$ cat config.mk
export PLATFORM = sky130hd
export DESIGN_NAME = fsk_half_period_byte_demodulator
export DESIGN_NICKNAME = d
export VERILOG_FILES = /design/src/design/fhpd_pkg.sv /design/src/design/fhpd_front.sv /design/src/design/fhpd_queue.sv /design/src/design/fhpd_back.sv /design/src/design/fsk_half_period_byte_demodulator.sv
export SDC_FILE = /design/constraint.sdc
export NUM_CORES = 1
export LEC_CHECK = 0
export ABC_CLOCK_PERIOD_IN_PS = 3700
export BUFFER_PORTS_ARGS = -buffer_cell sky130_fd_sc_hd__buf_2
export CELL_PAD_IN_SITES_DETAIL_PLACEMENT = 0
export CELL_PAD_IN_SITES_GLOBAL_PLACEMENT = 1
export CORE_MARGIN = 3
export CORE_UTILIZATION = 45
export CTS_BUF_LIST = sky130_fd_sc_hd__clkbuf_4 sky130_fd_sc_hd__clkbuf_8
export DETAILED_ROUTE_END_ITERATION = 8
export PLACE_DENSITY = 0.75
export RECOVER_POWER = 100
export SLEW_MARGIN = 20
export SYNTH_ARGS = -nofsm -noshare
export SYNTH_HDL_FRONTEND = slang
export SYNTH_SLANG_ARGS = --single-unit
$ cat constraint.sdc
create_clock -name clk -period 3.7 [get_ports clk]
set_clock_uncertainty 0.1 [all_clocks]
set_input_delay 0.74 -clock clk [delete_from_list [all_inputs] [get_ports clk]]
set_output_delay 0.74 -clock clk [all_outputs]
set_load 0.05 [all_outputs]
$ cat src/design/fhpd_pkg.sv
// Shared types, codes and constants for the FSK half-period byte demodulator.
package fhpd_pkg;

	localparam int CAPTURE_BITS_DEFAULT = 16;
	localparam int CAPTURE_TIME_W       = 16;
	localparam int CFG_W                = 16;
	localparam int CFG_INDEX_W          = 2;
	localparam int BYTE_W               = 8;
	localparam int BIT_INDEX_W          = 4;
	localparam int QUEUE_DEPTH          = 2;

	localparam logic [CFG_W-1:0] MODULUS_RESET     = 16'd50000;
	localparam logic [CFG_W-1:0] BIT_THR_RESET     = 16'd14000;
	localparam logic [CFG_W-1:0] START_THR_RESET   = 16'd17000;
	localparam logic [BIT_INDEX_W-1:0] PARITY_SLOT = 4'd8;

	typedef enum logic [CFG_INDEX_W-1:0] {
		REG_MODULUS   = 2'd0,
		REG_BIT_THR   = 2'd1,
		REG_START_THR = 2'd2
	} reg_index_t;

	typedef enum logic {
		OP_EDGE = 1'b0,
		OP_TICK = 1'b1
	} opcode_t;

	typedef enum logic [1:0] {
		MODE_IDLE = 2'd0,
		MODE_WAIT = 2'd1,
		MODE_READ = 2'd2,
		MODE_DONE = 2'd3
	} mode_t;

	typedef struct packed {
		logic [CFG_W-1:0] counter_modulus;
		logic [CFG_W-1:0] bit_threshold;
		logic [CFG_W-1:0] start_threshold;
	} cfg_t;

endpackage

$ cat src/design/fhpd_front.sv
// Front end: accepts events and measures the half-period of each capture edge.
module fhpd_front import fhpd_pkg::*; #(
	parameter int CAPTURE_BITS = CAPTURE_BITS_DEFAULT
) (
	input  logic                      clk,
	input  logic                      arst_n,
	input  cfg_t                      cfg,
	input  logic                      in_valid,
	output logic                      in_stall,
	input  logic                      opcode,
	input  logic [CAPTURE_TIME_W-1:0] capture_time,
	input  logic                      q_full,
	output logic                      push,
	output logic                      push_op,
	output logic [((CAPTURE_BITS < CAPTURE_TIME_W + 1) ? CAPTURE_BITS
	                : CAPTURE_TIME_W + 1)-1:0] push_hp
);

	localparam int CAP_W = (CAPTURE_BITS < CAPTURE_TIME_W) ? CAPTURE_BITS : CAPTURE_TIME_W;
	localparam int HP_W  = (CAPTURE_BITS < CAPTURE_TIME_W + 1) ? CAPTURE_BITS
	                       : CAPTURE_TIME_W + 1;
	localparam int D_W   = CAPTURE_TIME_W + 1;

	logic [CAP_W-1:0] prev_q;
	logic [CAP_W-1:0] cur;
	logic [D_W-1:0]   diff;

	assign cur      = capture_time[CAP_W-1:0];
	assign in_stall = q_full;
	assign push     = in_valid && !q_full;
	assign push_op  = opcode;

	always_comb begin
		if (cur >= prev_q) begin
			diff = D_W'(cur) - D_W'(prev_q);
		end else begin
			diff = D_W'(cfg.counter_modulus) + D_W'(cur) - D_W'(prev_q);
		end
	end

	assign push_hp = diff[HP_W-1:0];

	always_ff @(posedge clk or negedge arst_n) begin
		if (!arst_n) begin
			prev_q <= '0;
		end else if (push && opcode == OP_EDGE) begin
			prev_q <= cur;
		end
	end

endmodule

$ cat src/design/fhpd_queue.sv
// Short word queue that decouples the front end from the frame sequencer.
module fhpd_queue import fhpd_pkg::*; #(
	parameter int WIDTH = 1,
	parameter int DEPTH = QUEUE_DEPTH
) (
	input  logic             clk,
	input  logic             arst_n,
	input  logic             push,
	input  logic [WIDTH-1:0] push_data,
	output logic             full,
	input  logic             pop,
	output logic             not_empty,
	output logic [WIDTH-1:0] pop_data
);

	localparam int PTR_W = (DEPTH > 1) ? $clog2(DEPTH) : 1;
	localparam int CNT_W = $clog2(DEPTH + 1);

	logic [WIDTH-1:0] slot_q [DEPTH];
	logic [PTR_W-1:0] wr_q;
	logic [PTR_W-1:0] rd_q;
	logic [CNT_W-1:0] count_q;

	assign full      = (count_q == CNT_W'(DEPTH));
	assign not_empty = (count_q != '0);
	assign pop_data  = slot_q[rd_q];

	always_ff @(posedge clk) begin
		if (push) begin
			slot_q[wr_q] <= push_data;
		end
	end

	always_ff @(posedge clk or negedge arst_n) begin
		if (!arst_n) begin
			wr_q    <= '0;
			rd_q    <= '0;
			count_q <= '0;
		end else begin
			if (push) begin
				wr_q <= (wr_q == PTR_W'(DEPTH - 1)) ? '0 : wr_q + 1'b1;
			end
			if (pop) begin
				rd_q <= (rd_q == PTR_W'(DEPTH - 1)) ? '0 : rd_q + 1'b1;
			end
			unique case ({push, pop})
				2'b10:   count_q <= count_q + 1'b1;
				2'b01:   count_q <= count_q - 1'b1;
				default: count_q <= count_q;
			endcase
		end
	end

	a_no_overflow: assert property (@(posedge clk) disable iff (!arst_n)
		full |-> !push) else $error("queue written while full");
	a_no_underflow: assert property (@(posedge clk) disable iff (!arst_n)
		!not_empty |-> !pop) else $error("queue read while empty");

endmodule

$ cat src/design/fhpd_back.sv
// Back end: frame sequencer that samples bits on timer ticks and emits bytes.
module fhpd_back import fhpd_pkg::*; #(
	parameter int HP_W = CAPTURE_TIME_W
) (
	input  logic              clk,
	input  logic              arst_n,
	input  cfg_t              cfg,
	input  logic              q_valid,
	input  logic              q_op,
	input  logic [HP_W-1:0]   q_hp,
	output logic              pop,
	output logic              out_valid,
	input  logic              out_stall,
	output logic [BYTE_W-1:0] data_byte,
	output logic              parity_error
);

	localparam int CMP_W = CAPTURE_TIME_W + 1;

	mode_t                  mode_q, mode_d;
	logic                   wait_q, wait_d;
	logic [HP_W-1:0]        hp_q, hp_d;
	logic [BYTE_W-1:0]      shift_q, shift_d;
	logic [BIT_INDEX_W-1:0] idx_q, idx_d;
	logic                   par_q, par_d;
	logic                   timer_q, timer_d;
	logic                   out_valid_q;
	logic [BYTE_W-1:0]      data_q;
	logic                   perr_q;
	logic                   emit_req, out_free, emit, is_edge, is_tick, sample;

	assign is_edge  = (q_op == OP_EDGE);
	assign is_tick  = (q_op == OP_TICK);
	assign sample   = CMP_W'(hp_q) > CMP_W'(cfg.bit_threshold);

	always_comb begin
		emit_req = q_valid && is_tick && timer_q && mode_q == MODE_DONE;
		out_free = !out_valid_q || !out_stall;
		pop      = q_valid && (!emit_req || out_free);
		emit     = pop && emit_req;
	end

	always_comb begin
		mode_d  = mode_q;
		wait_d  = wait_q;
		hp_d    = hp_q;
		shift_d = shift_q;
		idx_d   = idx_q;
		par_d   = par_q;
		timer_d = timer_q;
		if (pop && is_edge) begin
			hp_d = q_hp;
			unique case (mode_q)
				MODE_IDLE: begin
					if (CMP_W'(q_hp) < CMP_W'(cfg.start_threshold)) begin
						mode_d = MODE_WAIT;
					end
				end
				MODE_WAIT: begin
					if (wait_q) begin
						mode_d  = MODE_READ;
						timer_d = 1'b1;
						wait_d  = 1'b0;
					end else begin
						wait_d = 1'b1;
					end
				end
				default: begin
				end
			endcase
		end else if (pop && is_tick && timer_q) begin
			unique case (mode_q)
				MODE_READ: begin
					if (idx_q >= PARITY_SLOT) begin
						par_d  = sample;
						idx_d  = '0;
						mode_d = MODE_DONE;
					end else begin
						shift_d[3'd7 - idx_q[2:0]] = shift_q[3'd7 - idx_q[2:0]] | sample;
						idx_d = idx_q + 1'b1;
					end
				end
				default: begin
					timer_d = 1'b0;
					mode_d  = MODE_IDLE;
					shift_d = '0;
					par_d   = 1'b0;
					idx_d   = '0;
				end
			endcase
		end
	end

	always_ff @(posedge clk or negedge arst_n) begin
		if (!arst_n) begin
			mode_q  <= MODE_IDLE;
			wait_q  <= 1'b0;
			hp_q    <= '0;
			shift_q <= '0;
			idx_q   <= '0;
			par_q   <= 1'b0;
			timer_q <= 1'b0;
		end else begin
			mode_q  <= mode_d;
			wait_q  <= wait_d;
			hp_q    <= hp_d;
			shift_q <= shift_d;
			idx_q   <= idx_d;
			par_q   <= par_d;
			timer_q <= timer_d;
		end
	end

	always_ff @(posedge clk or negedge arst_n) begin
		if (!arst_n) begin
			out_valid_q <= 1'b0;
		end else if (emit) begin
			out_valid_q <= 1'b1;
		end else if (!out_stall) begin
			out_valid_q <= 1'b0;
		end
	end

	always_ff @(posedge clk) begin
		if (emit) begin
			data_q <= shift_q;
			perr_q <= ((^shift_q) == par_q);
		end
	end

	assign out_valid    = out_valid_q;
	assign data_byte    = data_q;
	assign parity_error = perr_q;

	a_emit_ends_frame: assert property (@(posedge clk) disable iff (!arst_n)
		emit |=> mode_q == MODE_IDLE && !timer_q && shift_q == '0)
		else $error("frame not closed after byte emitted");
	a_index_range: assert property (@(posedge clk) disable iff (!arst_n)
		idx_q <= PARITY_SLOT) else $error("bit index past parity slot");
	a_no_emit_over_pending: assert property (@(posedge clk) disable iff (!arst_n)
		out_valid_q && out_stall |-> !emit) else $error("pending byte overwritten");
	a_timer_mode: assert property (@(posedge clk) disable iff (!arst_n)
		$rose(timer_q) |-> mode_q == MODE_READ) else $error("timer started outside read");

endmodule

$ cat src/design/fsk_half_period_byte_demodulator.sv
// Top level of the FSK half-period byte demodulator.
// Each accepted word is one event: a comparator capture edge or a bit timer tick. The
// block accepts one event per clock while in_stall is low; the front end measures the
// half-period of an edge in the cycle it is accepted, a two-word queue carries events
// to the frame sequencer, which registers a byte when it retires a frame's tenth tick
// and retires one event per clock unless a finished byte waits on out_stall; only
// then does the queue fill and in_stall rise. Configuration words are taken every
// cycle (cfg_ready is always high); indexes past the register list are ignored.
module fsk_half_period_byte_demodulator import fhpd_pkg::*; #(
	parameter int CAPTURE_BITS = CAPTURE_BITS_DEFAULT
) (
	input  logic                      clk,
	input  logic                      arst_n,
	input  logic                      cfg_valid,
	output logic                      cfg_ready,
	input  logic [CFG_INDEX_W-1:0]    cfg_index,
	input  logic [CFG_W-1:0]          cfg_data,
	input  logic                      in_valid,
	output logic                      in_stall,
	input  logic                      opcode,
	input  logic [CAPTURE_TIME_W-1:0] capture_time,
	output logic                      out_valid,
	input  logic                      out_stall,
	output logic [BYTE_W-1:0]         data_byte,
	output logic                      parity_error
);

	localparam int HP_W = (CAPTURE_BITS < CAPTURE_TIME_W + 1) ? CAPTURE_BITS
	                      : CAPTURE_TIME_W + 1;
	localparam int Q_W  = HP_W + 1;

	cfg_t            cfg_q;
	logic            push, push_op, q_full, q_valid, pop;
	logic [HP_W-1:0] push_hp;
	logic [Q_W-1:0]  q_head;

	assign cfg_ready = 1'b1;

	always_ff @(posedge clk or negedge arst_n) begin
		if (!arst_n) begin
			cfg_q.counter_modulus <= MODULUS_RESET;
			cfg_q.bit_threshold   <= BIT_THR_RESET;
			cfg_q.start_threshold <= START_THR_RESET;
		end else if (cfg_valid && cfg_ready) begin
			unique case (cfg_index)
				REG_MODULUS:   cfg_q.counter_modulus <= cfg_data;
				REG_BIT_THR:   cfg_q.bit_threshold   <= cfg_data;
				REG_START_THR: cfg_q.start_threshold <= cfg_data;
				default: begin
				end
			endcase
		end
	end

	fhpd_front #(
		.CAPTURE_BITS(CAPTURE_BITS)
	) u_front (
		.clk         (clk),
		.arst_n      (arst_n),
		.cfg         (cfg_q),
		.in_valid    (in_valid),
		.in_stall    (in_stall),
		.opcode      (opcode),
		.capture_time(capture_time),
		.q_full      (q_full),
		.push        (push),
		.push_op     (push_op),
		.push_hp     (push_hp)
	);

	fhpd_queue #(
		.WIDTH(Q_W),
		.DEPTH(QUEUE_DEPTH)
	) u_queue (
		.clk      (clk),
		.arst_n   (arst_n),
		.push     (push),
		.push_data({push_op, push_hp}),
		.full     (q_full),
		.pop      (pop),
		.not_empty(q_valid),
		.pop_data (q_head)
	);

	fhpd_back #(
		.HP_W(HP_W)
	) u_back (
		.clk         (clk),
		.arst_n      (arst_n),
		.cfg         (cfg_q),
		.q_valid     (q_valid),
		.q_op        (q_head[Q_W-1]),
		.q_hp        (q_head[HP_W-1:0]),
		.pop         (pop),
		.out_valid   (out_valid),
		.out_stall   (out_stall),
		.data_byte   (data_byte),
		.parity_error(parity_error)
	);

endmodule
---- Word level (Yosys, flattened, before mapping) ----
Memories as Yosys holds them, arrays and structs flattened.
Cells that the tools add are included.
storage, ports and cells
  flip-flop bits (word level) ............. 111
  RAM bits ................................ 34
  output and inout port bits .............. 12
  memories ................................ 1
operators by class
  $add $sub $neg .......................... 9
  magnitude comparators ................... 6
  equality and inequality tests ........... 19
  mux-type cells .......................... 32
  bitwise logic cells ..................... 4
  reductions and logical operators ........ 32
memories
  name            words  width  rd ports  clocked after memory_dff  write ports  line              source
  u_queue.slot_q  2      17     1         0                         1            fhpd_queue.sv:19  logic [WIDTH-1:0] slot_q [DEPTH];
operators with widths
  cell                 count
  $sub 16x16->16       2
  $add 16x16->16       1
  $ge 16x16->1         1
  $gt 16x16->1         1
  $lt 16x16->1         1
  $mux 1               16
  $mux 16              1
  $mux 8               2
  $mux 2               6
  $logic_and 1x1->1    11
  $eq 2x2->1 const B   5
  $reduce_and 2->1     5
  $bwmux 8             1
  $mux 4               2
  $ne 2x1->1 const B   4
  $pmux 2 s2           2
  $reduce_xor 8->1     1
  $eq 2x1->1 const B   3
  $ne 3x3->1 const B   2
  $reduce_and 3->1     2
  $reduce_bool 2->1    3
  $reduce_and 5->1     1
  $add 4x1->4 const B  1
  $ge 4x4->1 const B   1
  other kinds (18)     27

---- Longest topological paths before layout ----
  depth in word-level cells ............... 11
  mapped depth ............................ 14
  depth with buffers taken out ............ 14

---- Hierarchy ----
From an unflattened synthesis, not the netlist that was laid out.
second synthesis, totals
  cells, all modules ...................... 851
  area, all modules ....................... 9024.9 sq um
modules (own cells, without submodules)
  module                            instances  cells an instance  area each (sq um)  sequential area each (sq um)
  fhpd_back                         1          310                2872.8             1121.1
  fhpd_front                        1          368                2839.0             400.4
  fsk_half_period_byte_demodulator  1          104                1849.3             1223.7
  fhpd_queue                        1          69                 1463.9             1121.1

---- Worst setup path after synthesis ----
Ideal clock, no wire load.
  path type ............................... in2reg
  from .................................... in capture_time[2]
  to ...................................... mem u_queue.slot_q[0][12] (netlist name) (data pin)
  library setup time ...................... 0.257 ns
  data arrival time ....................... 3.076 ns
  required time ........................... 3.343 ns
  slack ................................... 0.267 ns
  stages .................................. 12
  path buffers ............................ 0
  cell sequence ........................... inv_1 fa_1 inv_1 ha_1 nor2b_1 o2111ai_1 o211ai_1 o31a_1 a211o_1 a21oi_1 xor2_1 o21ai_2
between the ends
  word-level cells in the longest chain between the ends .. 3
  elaborated cells on any way between the ends .. 5
ends and longest elaborated chain
  item             line                                    source
  from (decl)      fsk_half_period_byte_demodulator.sv:21  input logic [CAPTURE_TIME_W-1:0] capture_time,
  $add 16x16->16   fhpd_front.sv:37                        diff = D_W'(cfg.counter_modulus) + D_W'(cur) - D_W'(prev_q);
  $sub 16x16->16   fhpd_front.sv:37
  $mux 16 (*)      fhpd_front.sv:34                        if (cur >= prev_q) begin
  net push_hp[12]  fsk_half_period_byte_demodulator.sv:34  logic [HP_W-1:0] push_hp;
  to (decl)        fhpd_queue.sv:19
Mark *: on every way through the listed nets, which the timed path passes. The rest lies on a longest branch.

---- Final worst setup path ----
  from .................................... reg cfg_q[41] (netlist name)
  to ...................................... mem u_queue.slot_q[0][15] (netlist name) (data pin)
between the ends
  word-level cells in the longest chain between the ends .. 3
ends and longest elaborated chain
  item             line                                    source
  from (decl)      fsk_half_period_byte_demodulator.sv:32  cfg_t cfg_q;
  $add 16x16->16   fhpd_front.sv:37
  $sub 16x16->16   fhpd_front.sv:37
  $mux 16          fhpd_front.sv:34
  net push_hp[15]  fsk_half_period_byte_demodulator.sv:34
The timed path passes the listed nets, and every way through them passes these cells.

==> results.yml <==
run_status:
  status: "finished, violations left"
  violations: "capacitance limit, slew limit"
timing:
  min_period_ns: 3.32
  rsz0062_at_grt: "no"
  fmax_mhz: 302
  final_max_slew_viol_count: 75
  setup_viol: 0
  period_share: 0.896
  worst_pin_slew_ns: 1.53
  fin_setup_tns_ns: 0
  final_hold_viol_count: 0
  slew_headroom: -0.0300
clock_network:
  clk_path_buf_depth: 2
  htreeDepth: 4
  post-cts-setup-buffer-count: 0
  clock-root-buffer: "clkbuf_8"
  cts_tree: "yes"
  clkTransAtPathRegs_ns: 0.08
  cts_sinks: 145
  hold_buffers: 0
  clkLatencyLatePin_ns: 0.44
  post_cts_resized: 0
  numCtsBuffers: 17
setup_path:
  r2r-start: "cfg_q[41]"
  start_kind: "flop"
  worstPathRequired_ns: 3.78
  end_kind: "flop"
  critPathLaunch: "cfg_q[41]"
  path_max_fanout: 4
  criticalPathCategory: "reg -> reg"
  critPathArrivalTime_ns: 3.40
floorplanning:
  start_util: 0.468
  die_y_um: 144
  fp.coreArea_um2: 18400
  die_width_um: 144
  pin_count: 52
  dieArea_um2: 20800
  row_count: 49
drt:
  drc_errors: 0
  drt-initial-drc-count: 317
  wl_per_cell_um: 15.7
  ant_nets: 0
  vias_per_cell: 5.25
  dr_total_vias: 6018
  firstDrtPassIters: 5
  routed_wl_mm: 18.0
power:
  p_leak_nw: 4.41
  p_per_area_nw_per_um2: 829
  peakVddDrop_uv: 353
synth:
  synth_cell_type_count: 65
  synthTopCellsByCount: "110 x inv_1, 106 x nand2_1, 84 x dfrtp_1"
  synth_most_common_cell: "inv_1"
  ys_ff_latch: 145
  synth_flop_cell: "dfrtp_1"
  synth.largest_area_cell: "dfrtp_1"
  seq_area_frac_synth: 0.449
  synthArstFlopShare: 0.703
  yosysTopAreaCellShare: 0.244
  synth_fp_nets: 965
  syn_area_per_cell_um2: 10.2
  yosysWarnings: 0
  synth_cells: 844
  syn_area_um2: 8600
  synth_area_leaders: "dfrtp_1 24%, edfxtp_1 15%, ha_1 9.5%"
  synth_edf_count: 43
global_routing:
  grt_start_max_net_pins: 60
  grt_pass1_wl_mm: 30.2
  overflow: 0
  antenna_found_initial: 0
  first_global_vias: 6174
  grt_usage: 0.184
final_layout:
  syn_to_final_growth_pct: 9.87
  diodes: 0
  drive_gt1_frac: 0.126
  finalNetCount: 1025
  fin_cells: 1146
place:
  io_buffers: 50
  place_congestion: 0.843
  place_inst: 1114
  dpl.hpwl_mm: 14.2
job:
  cap_violations: 2
min_path:
  holdCritPathClass: "reg -> reg"
  hp-start: "u_back.hp_q[8]"
[area by class of cell]
type	instances	area, um2
clock buffer	27	322
inverter	112	420
timing repair buffer	68	325
fill	1719	8940
clock inverter	5	104
sequential	145	3870
tap	229	287
multi-input combinational	560	4130
[flip-flops by register name (all words and copies together) (netlist names), 2 cells and up]
register,count
cfg_q,48
u_back.idx_q,4
u_back.hp_q,16
u_back.data_byte,8
u_back.shift_q,8
u_queue.count_q,2
u_front.prev_q,16
u_back.mode_q,2
u_queue.slot_q,34
[cell usage in the layout, fill, tap and decap left out, types with 25 or more instances in the layout]
cell / n
a21oi_1: 38
mux2_1: 34
nand2_1: 106
xnor2_1: 25
edfxtp_1: 43
nor2_1: 38
dfrtp_1: 84
ha_1: 65
clkbuf_1: 26
inv_1: 111
o21ai_0: 60
buf_2: 34
[report_power, final]
group / switching (mW) / total [mW] / internal, mW
combinational: 2.22 / 3.90 / 1.68
clock: 0.562 / 1.33 / 0.765
sequential: 0.257 / 2.61 / 2.35
total: 3.04 / 7.83 / 4.79
[worst max-delay path, cell delays in order, from the launching register on]
cell and delay (ns):
dfstp_2 0.52, inv_1 0.09, fa_1 0.51, inv_1 0.04, ha_1 0.33, a21oi_1 0.18, nor2b_1 0.11, or4_1 0.43
o22ai_1 0.30, o211ai_1 0.14, o21ai_0 0.11, o2bb2ai_2 0.08, xnor2_1 0.14
[stage by stage]
step	setup slack (ns)	instance area, um2	hold slack (ns)	total power [mW]	util
after global routing	0.138	9450	0.406	8.55	0.514
final	0.385	9450	0.383	7.83	0.514
after floorplan	0.267	8600	0.344	5.75	-
after detailed placement	0.0254	9160	0.371	6.76	0.498
after CTS	0.410	9590	0.296	8.12	0.521
after global placement	0.0576	9160	0.369	6.60	0.498
[routing by layer]
layer,GRT usage,up-vias,wire length (um)
met5,0,-,0
met4,0.0496,0,195
met3,0.0311,14,575
met2,0.307,105,8660
met1,0.249,2897,8570
li1,-,3002,-
[worst paths after layout]
path	slack [ns]	end	depth (start not counted)
max in group asynchronous	0.91	u_back.hp_q[11]	2
max reg2reg	0.38	u_queue.slot_q[0][15]	12
min in group asynchronous	0.60	cfg_q[4]	1
min reg2reg	0.38	u_back.hp_q[8]	2
max	0.38	u_queue.slot_q[0][15]	12
min	0.38	u_back.hp_q[8]	2
[cells by family after synthesis]
family	after synthesis	share of synthesized area
AND/OR/NAND/NOR	200	0.104
AO/OA/AOI/OAI	181	0.136
flip-flops	145	0.449
buffers and inverters	139	0.0630
adder cells (fa/ha/maj)	81	0.132
multiplexers	58	0.0753
XOR/XNOR	39	0.0397
other	1	0.000436
(Power assumes the default switching activity.)
